### config.mk
export PLATFORM = sky130hd
export DESIGN_NAME = gsqr_ctrl
export DESIGN_NICKNAME = d
export VERILOG_FILES = /design/src/rtl/gram_schmidt_qr_decomposition_macros.svh /design/src/rtl/gsqr_pkg.sv /design/src/rtl/gsqr_ctrl.sv
export SDC_FILE = /design/constraint.sdc
export NUM_CORES = 1
export LEC_CHECK = 0
export BUFFER_PORTS_ARGS = -buffer_cell sky130_fd_sc_hd__buf_4
export CAP_MARGIN = 20
export CORE_MARGIN = 4
export CORE_UTILIZATION = 47
export CTS_CLUSTER_DIAMETER = 150
export CTS_CLUSTER_SIZE = 30
export DETAILED_ROUTE_END_ITERATION = 6
export HOLD_SLACK_MARGIN = 0.08
export PLACE_DENSITY = 0.69
export SETUP_SLACK_MARGIN = 0.5
export SYNTH_ARGS = -nofsm -noshare
export SYNTH_HDL_FRONTEND = slang
export SYNTH_SLANG_ARGS = --single-unit
### constraint.sdc
create_clock -name clk_i -period 2.8 [get_ports clk_i]
set_input_delay 0.14 -clock clk_i [delete_from_list [all_inputs] [get_ports clk_i]]
set_output_delay 0.14 -clock clk_i [all_outputs]
set_load 0.05 [all_outputs]
### src/rtl/gram_schmidt_qr_decomposition_macros.svh
// ----------------------------------------------------------------------------
// QR decomposition assertion macros
// Concurrent check wrappers; empty under synthesis.
// ----------------------------------------------------------------------------
`ifndef GRAM_SCHMIDT_QR_DECOMPOSITION_MACROS_SVH
`define GRAM_SCHMIDT_QR_DECOMPOSITION_MACROS_SVH
`ifndef SYNTHESIS
`define GSQR_ASSERT_IMP(label, clk, rst_n, ante, cons) \
  label: assert property (@(posedge clk) disable iff (!rst_n) (ante) |-> (cons)) \
    else $error("assertion failed");
`define GSQR_ASSERT_NXT(label, clk, rst_n, ante, cons) \
  label: assert property (@(posedge clk) disable iff (!rst_n) (ante) |=> (cons)) \
    else $error("assertion failed");
`else
`define GSQR_ASSERT_IMP(label, clk, rst_n, ante, cons)
`define GSQR_ASSERT_NXT(label, clk, rst_n, ante, cons)
`endif
`endif

### src/rtl/gsqr_pkg.sv
// ----------------------------------------------------------------------------
// QR decomposition package
// Shared types, codes and saturation helper.
// ----------------------------------------------------------------------------
package gsqr_pkg;

  localparam int CW         = 4;
  localparam int DATA_W     = 32;
  localparam int CNT_W      = 6;
  localparam int SQRT_STEPS = 32;
  localparam int DIV_STEPS  = 48;
  localparam int CFG_IDX_W  = 2;

  localparam logic [CFG_IDX_W-1:0] CFG_ROWS_USED = 2'd0;
  localparam logic [CFG_IDX_W-1:0] CFG_COLS_USED = 2'd1;

  typedef enum logic [1:0] {
    OP_WRITE  = 2'd0,
    OP_START  = 2'd1,
    OP_READ   = 2'd2,
    OP_IGNORE = 2'd3
  } op_e;

  typedef enum logic {
    KIND_READ = 1'b0,
    KIND_DONE = 1'b1
  } kind_e;

  typedef enum logic [4:0] {
    ST_IDLE,
    ST_COL_BEGIN,
    ST_NRM_RD,
    ST_NRM_MUL,
    ST_NRM_ACC,
    ST_SQRT_LD,
    ST_SQRT,
    ST_DIAG,
    ST_QN_RD,
    ST_QN_LD,
    ST_QN_DIV,
    ST_QN_WR,
    ST_PAIR_BEGIN,
    ST_DOT_RD,
    ST_DOT_MUL,
    ST_DOT_ACC,
    ST_PROJ,
    ST_UPD_RD,
    ST_UPD_MUL,
    ST_UPD_WR,
    ST_LOW_WR,
    ST_DONE
  } state_e;

  typedef enum logic [4:0] {
    CMD_IDLE,
    CMD_START,
    CMD_ACC_CLR,
    CMD_RD_PAIR,
    CMD_SQUARE,
    CMD_ACC_UNS,
    CMD_SQRT_LD,
    CMD_SQRT_STEP,
    CMD_DIAG,
    CMD_DIV_LD,
    CMD_DIV_STEP,
    CMD_Q_WR,
    CMD_DOT_MUL,
    CMD_ACC_SGN,
    CMD_PROJ,
    CMD_UPD_MUL,
    CMD_UPD_WR,
    CMD_LOW_WR
  } dp_cmd_e;

  typedef struct packed {
    dp_cmd_e         op;
    logic [CW-1:0]   i;
    logic [CW-1:0]   j;
    logic [CW-1:0]   k;
    logic            host_wr;
    logic            host_rd;
    logic            out_load;
    kind_e           out_kind;
  } cmd_t;

  typedef struct packed {
    logic norm_zero;
  } sts_t;

  function automatic logic [DATA_W-1:0] sat32(input logic signed [63:0] v);
    logic hi_same;
    hi_same = (&v[63:31]) | ~(|v[63:31]);
    if (hi_same) begin
      return v[31:0];
    end else if (v[63]) begin
      return 32'h8000_0000;
    end else begin
      return 32'h7FFF_FFFF;
    end
  endfunction

endpackage

### src/rtl/gsqr_ctrl.sv
// ----------------------------------------------------------------------------
// QR decomposition controller
// Request handshake, configuration registers and decomposition sequencer.
// ----------------------------------------------------------------------------
module gsqr_ctrl import gsqr_pkg::*; #(
  parameter int MAX_ROWS = 8,
  parameter int MAX_COLS = 8
) (
  input  logic                 clk_i,
  input  logic                 rst_ni,
  input  logic                 s_valid_i,
  input  op_e                  s_op_i,
  output logic                 s_ready_o,
  output logic                 m_valid_o,
  input  logic                 m_ready_i,
  input  logic                 cfg_valid_i,
  input  logic [CFG_IDX_W-1:0] cfg_index_i,
  input  logic [CW-1:0]        cfg_data_i,
  output logic                 cfg_ready_o,
  output cmd_t                 cmd_o,
  input  sts_t                 sts_i
);

  state_e          state_q, state_d;
  logic [CW-1:0]   i_q, i_d, j_q, j_d, k_q, k_d, m_q, m_d, n_q, n_d;
  logic [CNT_W-1:0] cnt_q, cnt_d;
  logic [CW-1:0]   rows_q, cols_q;
  logic            out_valid_q, rd_pend_q;
  logic            out_free, accept, k_last, i_last, j_last;
  logic [CW-1:0]   m_clamp, n_lim, n_clamp;

  assign out_free  = !out_valid_q || m_ready_i;
  assign s_ready_o = (state_q == ST_IDLE) && !rd_pend_q && out_free;
  assign accept    = s_valid_i && s_ready_o;
  assign k_last    = (k_q == m_q - CW'(1));
  assign i_last    = (i_q == n_q - CW'(1));
  assign j_last    = (j_q == n_q - CW'(1));
  assign cfg_ready_o = 1'b1;
  assign m_valid_o   = out_valid_q;

  always_comb begin
    if (rows_q == '0) begin
      m_clamp = CW'(1);
    end else if (32'(rows_q) > MAX_ROWS) begin
      m_clamp = CW'(MAX_ROWS);
    end else begin
      m_clamp = rows_q;
    end
    if (cols_q == '0) begin
      n_lim = CW'(1);
    end else if (32'(cols_q) > MAX_COLS) begin
      n_lim = CW'(MAX_COLS);
    end else begin
      n_lim = cols_q;
    end
    n_clamp = (n_lim > m_clamp) ? m_clamp : n_lim;
  end

  always_comb begin
    state_d = state_q;
    i_d     = i_q;
    j_d     = j_q;
    k_d     = k_q;
    m_d     = m_q;
    n_d     = n_q;
    cnt_d   = cnt_q;
    unique case (state_q)
      ST_IDLE: begin
        if (accept && s_op_i == OP_START) begin
          m_d     = m_clamp;
          n_d     = n_clamp;
          i_d     = '0;
          state_d = ST_COL_BEGIN;
        end
      end
      ST_COL_BEGIN: begin
        k_d     = '0;
        state_d = ST_NRM_RD;
      end
      ST_NRM_RD:  state_d = ST_NRM_MUL;
      ST_NRM_MUL: state_d = ST_NRM_ACC;
      ST_NRM_ACC: begin
        if (k_last) begin
          state_d = ST_SQRT_LD;
        end else begin
          k_d     = k_q + CW'(1);
          state_d = ST_NRM_RD;
        end
      end
      ST_SQRT_LD: begin
        cnt_d   = '0;
        state_d = ST_SQRT;
      end
      ST_SQRT: begin
        if (cnt_q == CNT_W'(SQRT_STEPS - 1)) begin
          state_d = ST_DIAG;
        end else begin
          cnt_d = cnt_q + CNT_W'(1);
        end
      end
      ST_DIAG: begin
        k_d     = '0;
        state_d = ST_QN_RD;
      end
      ST_QN_RD: state_d = sts_i.norm_zero ? ST_QN_WR : ST_QN_LD;
      ST_QN_LD: begin
        cnt_d   = '0;
        state_d = ST_QN_DIV;
      end
      ST_QN_DIV: begin
        if (cnt_q == CNT_W'(DIV_STEPS - 1)) begin
          state_d = ST_QN_WR;
        end else begin
          cnt_d = cnt_q + CNT_W'(1);
        end
      end
      ST_QN_WR: begin
        if (k_last) begin
          if (i_last) begin
            state_d = ST_DONE;
          end else begin
            j_d     = i_q + CW'(1);
            state_d = ST_PAIR_BEGIN;
          end
        end else begin
          k_d     = k_q + CW'(1);
          state_d = sts_i.norm_zero ? ST_QN_WR : ST_QN_RD;
        end
      end
      ST_PAIR_BEGIN: begin
        k_d     = '0;
        state_d = ST_DOT_RD;
      end
      ST_DOT_RD:  state_d = ST_DOT_MUL;
      ST_DOT_MUL: state_d = ST_DOT_ACC;
      ST_DOT_ACC: begin
        if (k_last) begin
          state_d = ST_PROJ;
        end else begin
          k_d     = k_q + CW'(1);
          state_d = ST_DOT_RD;
        end
      end
      ST_PROJ: begin
        k_d     = '0;
        state_d = ST_UPD_RD;
      end
      ST_UPD_RD:  state_d = ST_UPD_MUL;
      ST_UPD_MUL: state_d = ST_UPD_WR;
      ST_UPD_WR: begin
        if (k_last) begin
          state_d = ST_LOW_WR;
        end else begin
          k_d     = k_q + CW'(1);
          state_d = ST_UPD_RD;
        end
      end
      ST_LOW_WR: begin
        if (j_last) begin
          i_d     = i_q + CW'(1);
          state_d = ST_COL_BEGIN;
        end else begin
          j_d     = j_q + CW'(1);
          state_d = ST_PAIR_BEGIN;
        end
      end
      ST_DONE: begin
        if (out_free) begin
          state_d = ST_IDLE;
        end
      end
      default: state_d = ST_IDLE;
    endcase
  end

  always_comb begin
    cmd_o          = '0;
    cmd_o.op       = CMD_IDLE;
    cmd_o.i        = i_q;
    cmd_o.j        = j_q;
    cmd_o.k        = k_q;
    cmd_o.host_wr  = accept && (s_op_i == OP_WRITE);
    cmd_o.host_rd  = accept && (s_op_i == OP_READ);
    cmd_o.out_load = rd_pend_q || ((state_q == ST_DONE) && out_free);
    cmd_o.out_kind = rd_pend_q ? KIND_READ : KIND_DONE;
    unique case (state_q)
      ST_IDLE:       cmd_o.op = (accept && s_op_i == OP_START) ? CMD_START : CMD_IDLE;
      ST_COL_BEGIN,
      ST_PAIR_BEGIN: cmd_o.op = CMD_ACC_CLR;
      ST_NRM_RD,
      ST_QN_RD,
      ST_DOT_RD,
      ST_UPD_RD:     cmd_o.op = CMD_RD_PAIR;
      ST_NRM_MUL:    cmd_o.op = CMD_SQUARE;
      ST_NRM_ACC:    cmd_o.op = CMD_ACC_UNS;
      ST_SQRT_LD:    cmd_o.op = CMD_SQRT_LD;
      ST_SQRT:       cmd_o.op = CMD_SQRT_STEP;
      ST_DIAG:       cmd_o.op = CMD_DIAG;
      ST_QN_LD:      cmd_o.op = CMD_DIV_LD;
      ST_QN_DIV:     cmd_o.op = CMD_DIV_STEP;
      ST_QN_WR:      cmd_o.op = CMD_Q_WR;
      ST_DOT_MUL:    cmd_o.op = CMD_DOT_MUL;
      ST_DOT_ACC:    cmd_o.op = CMD_ACC_SGN;
      ST_PROJ:       cmd_o.op = CMD_PROJ;
      ST_UPD_MUL:    cmd_o.op = CMD_UPD_MUL;
      ST_UPD_WR:     cmd_o.op = CMD_UPD_WR;
      ST_LOW_WR:     cmd_o.op = CMD_LOW_WR;
      ST_DONE:       cmd_o.op = CMD_IDLE;
      default:       cmd_o.op = CMD_IDLE;
    endcase
  end

  always_ff @(posedge clk_i or negedge rst_ni) begin
    if (!rst_ni) begin
      state_q     <= ST_IDLE;
      i_q         <= '0;
      j_q         <= '0;
      k_q         <= '0;
      m_q         <= CW'(1);
      n_q         <= CW'(1);
      cnt_q       <= '0;
      out_valid_q <= 1'b0;
      rd_pend_q   <= 1'b0;
    end else begin
      state_q     <= state_d;
      i_q         <= i_d;
      j_q         <= j_d;
      k_q         <= k_d;
      m_q         <= m_d;
      n_q         <= n_d;
      cnt_q       <= cnt_d;
      rd_pend_q   <= cmd_o.host_rd;
      out_valid_q <= cmd_o.out_load ? 1'b1 : (m_ready_i ? 1'b0 : out_valid_q);
    end
  end

  always_ff @(posedge clk_i or negedge rst_ni) begin
    if (!rst_ni) begin
      rows_q <= CW'(8);
      cols_q <= CW'(8);
    end else if (cfg_valid_i) begin
      unique case (cfg_index_i)
        CFG_ROWS_USED: rows_q <= cfg_data_i;
        CFG_COLS_USED: cols_q <= cfg_data_i;
        default: begin
        end
      endcase
    end
  end

endmodule

After elaboration in Yosys (flattened, before gate mapping):

Cells that the tools add are included.

* output and inout port bits: 24
* logic and storage cells: 129
* flip-flop bits (word level): 41
* input port bits: 14

* muxes and demuxes: 35
* add/sub/neg operators: 6
* reduce and logical (&&, ||, !) cells: 34
* order comparisons: 3
* equal/unequal tests: 40

Operators by type and width (count)
* $pmux 5 s22: 1
* $pmux 5 s17: 1
* $mux 4: 12
* $eq 5x4->1 const B: 8
* $mux 5: 7
* $eq 5x5->1 const B: 6
* $pmux 4 s2: 3
* $eq 5x3->1 const B: 4
* $ne 2x2->1 const B: 10
* $pmux 6 s3: 1
* $add 4x1->4 const B: 3
* $eq 4x4->1: 3
* $mux 6: 2
* $reduce_or 4->1: 3
* $eq 5x2->1 const B: 2
* $gt 4x4->1 const B: 2
* $logic_not 4->1: 2
* $reduce_and 2->1: 4
* $reduce_and 4->1: 2
* $reduce_bool 2->1: 4
* $sub 4x1->4 const B: 2
* $logic_and 1x1->1: 7
* $add 6x1->6 const B: 1
* $eq 6x5->1 const B: 1
* 16 further kinds: 27

Depth between registers and ports, before layout:

* depth in word-level cells: 7
* depth in mapped cells: 11
* gate-level depth less buffers: 11

Worst setup path after synthesis:

Ideal clock, no wire load.

* path type: reg2reg
* start point: register out_valid_q (netlist: m_valid_o)
* end point: register rd_pend_q
* setup slack: 0.344 ns
* buffers on the path: 0
* arrival time: 2.253 ns
* required time: 2.597 ns
* library setup time: 0.203 ns
* stages on the path, launching flop included: 6
* path through: dfrtp_1 -> nor2b_1 -> nor2_1 -> and2_1 -> nand3b_1 -> nor2_1

RTL lines
* start, declared: line gsqr_ctrl.sv:28 `logic out_valid_q, rd_pend_q;`
* start signal, assigned: line gsqr_ctrl.sv:233 `out_valid_q <= cmd_o.out_load ? 1'b1 : (m_ready_i ? 1'b0 : out_valid_q);`
* end signal, assigned: line gsqr_ctrl.sv:232 `rd_pend_q <= cmd_o.host_rd;`
* end, declared: line gsqr_ctrl.sv:28

Final worst setup path:

* start point: register m_q[0]
* end point: register j_q[0]

* cells in the longest elaborated chain, start to end: 4

RTL lines
* start, declared: line gsqr_ctrl.sv:25 `logic [CW-1:0] i_q, i_d, j_q, j_d, k_q, k_d, m_q, m_d, n_q, n_d;`
* start signal, assigned: line gsqr_ctrl.sv:229 `m_q <= m_d;`
* $sub 4x1->4: line gsqr_ctrl.sv:35 `assign k_last = (k_q == m_q - CW'(1));`
* $eq 4x4->1: line gsqr_ctrl.sv:35
* $ne 2x2->1 (no line)
* $reduce_and 4->1 (no line)
* end signal, assigned: line gsqr_ctrl.sv:227 `j_q <= j_d;`
* end, declared: line gsqr_ctrl.sv:25

No other way between the ends.
A chain may end at the register's enable or synchronous reset.

==> results.sh <==
export IMPL_status="complete, no violations"
export IMPL_cts_num_sinks=41
export IMPL_route_detailed_drc=0
export IMPL_grt_usage_pct=19.4
export IMPL_netlist_area_um2=2840
export IMPL_place_congestion=0.882
export IMPL_dr_wl_met3_um=414
export IMPL_path_clk_slew_ns=0.09
export IMPL_yosysTopAreaCell="dfrtp_1"
export IMPL_ys_types=59
export IMPL_cp_depth=8
export IMPL_hold_viol=0
export IMPL_clock_fmax_mhz=431
export IMPL_dpl_cell_count=436
export IMPL_wl_met1_um=2980
export IMPL_cap_violations=0
export IMPL_top_layer_used="met4"
export IMPL_power_density_nw_per_um2=376
export IMPL_portBuffers=36
export IMPL_async_flop_share_pct=100
export IMPL_maxSlewHeadroom_pct=57.2
export IMPL_cpPeakStageDelay_ns=0.56
export IMPL_final_setup_viol_count=0
export IMPL_synthesis_nets=352
export IMPL_final_fill_count=539
export IMPL_synth_area_per_cell_um2=8.66
export IMPL_finClkSkew_ns=0.00590
export IMPL_vias=2569
export IMPL_r2r_end="j_q[0]$_DFFE_PN0P_"
export IMPL_ys_warn_count=0
export IMPL_reg2reg_depth=8
export IMPL_path_buf_inv=1
export IMPL_syn2layout_area_growth_pct=23.7
export IMPL_cts_buffer_depth=2
export IMPL_totalWireLength_um=6770
export IMPL_p_leak_nw=1.50
export IMPL_chipHeight_um=85.7
export IMPL_avgViaCountPerCell=5.66
export IMPL_grt_first_pass_wirelength_um=11600
export IMPL_synth_top_cells_by_area="dfrtp_1 33%, xnor2_1 6.2%, ha_1 4.4%"
export IMPL_core_area_um2=5890
export IMPL_cts_buffers=5
export IMPL_nets=402
export IMPL_grt_overflow_total=0
export IMPL_ant_nets=0
export IMPL_post_route_min_period_ns=2.32
export IMPL_firstDrtPassIters=5
export IMPL_met2_length_um=3220
export IMPL_worstPathArrival_ns=2.49
export IMPL_r2r_start="m_q[0]$_DFFE_PN1P_"
export IMPL_detail_route_wl_per_cell_um=14.9
export IMPL_slowest_stage="dfstp_2"
export IMPL_vdd_drop_max_mv=0.332
export IMPL_required_ns=2.97
export IMPL_worst_slack_ns=0.481
export IMPL_synth_common_cells="37 x dfrtp_1, 33 x nand2_1, 31 x nor2_1, 24 x o21ai_0, 20 x xnor2_1"
export IMPL_cp_end_kind="register"
export IMPL_cp_start_kind="register"
export IMPL_layout_cells_non_filler=454
export IMPL_yosys_most_used_dff="dfrtp_1"
export IMPL_synth_edf_count=0
export IMPL_chipWidth_um=85.7
export IMPL_timing_final_crit_share_pct=82.8
export IMPL_endpoint="j_q[0]$_DFFE_PN0P_"
export IMPL_criticalPathCategory="reg2reg"
export IMPL_h_tree_depth=2
export IMPL_antenna_cells=0
export IMPL_root_buffer="clkbuf_8"
export IMPL_rrSetupSlack_ns=0.48
export IMPL_num_rows=28
export IMPL_ys_ff_latch=41
export IMPL_synth_seq_area_share_pct=36.3
export IMPL_dpl_hpwl_um=4890
export IMPL_first_global_vias=2531
export IMPL_slew_viol_final=0
export IMPL_drive_gt1_share_pct=27.2
export IMPL_cp_cell_sequence="inv_2 > ha_4 > xnor2_2 > xnor2_1 > or4_4 > o32ai_4 > mux2i_1 > a31oi_1"
export IMPL_dieArea_um2=7350
export IMPL_fin_setup_tns_ns=0
export IMPL_first_iter_violations=265
export IMPL_pin_count=38
export IMPL_rsz0062_at_grt="true"
export IMPL_syn_inst=328
export IMPL_crit_start="m_q[0]$_DFFE_PN1P_"
export IMPL_dp_slack_ns=0.338
export IMPL_hold_path_class="in2reg"
export IMPL_clkLatencyLatePin_ns=0.30
export IMPL_synth_most_common_cell="dfrtp_1"
export IMPL_path_max_fanout=7
export IMPL_tritoncts="yes"
export IMPL_cp_top_family="flip-flops"
export IMPL_hold_ws_ns=0.0902
export IMPL_antenna_found_initial=0
export IMPL_tightest_slew_ns=0.641
export IMPL_start_util_pct=48.3
export IMPL_grt_max_degree=42
export IMPL_yosys_area_top_type_share_pct=32.6
## metal layers
metal	up-vias	GRT usage (%)
met5	-	0
met4	0	7.91
met3	16	3.46
met2	82	31.3
met1	1216	25.8
li1	1255	-
## how the worst min path moves through the flow
stage | cells after the start | end | start | slack (ns)
final | 3 | rd_pend_q$_DFF_PN0_ | s_op_i[1] | 0.09
after global routing | 3 | rd_pend_q$_DFF_PN0_ | s_op_i[1] | 0.10
after CTS | 3 | rd_pend_q$_DFF_PN0_ | s_op_i[1] | 0.09
after detailed placement | 1 | cnt_q[5]$_DFFE_PN0P_ | rst_ni | 0.16
after global placement | 1 | cnt_q[5]$_DFFE_PN0P_ | rst_ni | 0.16
after floorplan | 0 | cnt_q[0]$_DFFE_PN0P_ | rst_ni | -0.16
## tightest hold or removal path, cell delays in order
cell	delay, ns
buf_4	0.12
inv_1	0.06
nor2_2	0.04
## sequential cells by signal (all words and copies together), names as in the netlist, 4 cells and up
register	flops
cnt_q	6
state_q	5
cols_q	4
i_q	4
j_q	4
k_q	4
m_q	4
n_q	4
rows_q	4
## logic make-up after synthesis
group,Yosys count,share of synthesized area (%)
adders and majority gates,10,4.41
AOI/OAI and AO/OA,77,17.6
xor gates and xnor gates,26,8.02
DFF,41,36.3
and+or+nand+nor,125,22.2
buffers and inverters,31,4.89
other,1,0.132
muxes,17,6.48
## area by class of cell
type	instances	area, µm²	area share [%]
clock buffer	5	68.8	1.96
inverter	16	60.1	1.71
tap	75	93.8	2.67
sequential	41	1030	29.5
timing repair buffer	58	452	12.9
multi-input combinational	256	1760	50.0
clock inverter	3	46.3	1.32
## what timing repair did
item / in CTS / in global routing
hold buffers: 5 / 0
setup endpoints to repair: 12 / 24
setup buffers: 5 / 0
pin swaps: 3 / 3
endpoints found under the hold margin: 44 / 0
cloned: 0 / 0
gates resized for setup: 2 / 14
## stage by stage
step / instance area, µm² / total power, mW / util [%]
3_3_place_gp: 3230 / 0.816 / 55.0
5_1_grt: 3510 / 1.39 / 59.7
4_1_cts: 3450 / 1.32 / 58.6
2_1_floorplan: 2860 / 0.769 / -
3_5_place_dp: 3230 / 0.824 / 55.0
6_report: 3510 / 1.32 / 59.7
## cells in the final DEF (no fill, tap or decap), types with 6 or more instances in the layout
cell,instances
o21ai_0,24
dfrtp_1,34
nor2b_1,12
a21oi_1,14
inv_1,14
buf_4,52
mux2_2,10
ha_1,9
nor2_1,27
nand3_1,17
xor2_1,6
xnor2_1,18
mux2i_1,6
nand2_1,33
## power breakdown
group	internal, mW	total, mW	leakage, nW	switching (mW)
Sequential	0.618	0.635	0.480	0.0176
Clock	0.267	0.493	0.0543	0.226
Combinational	0.0938	0.191	0.968	0.0976
No activity file was read; power rests on OpenSTA's default activity.
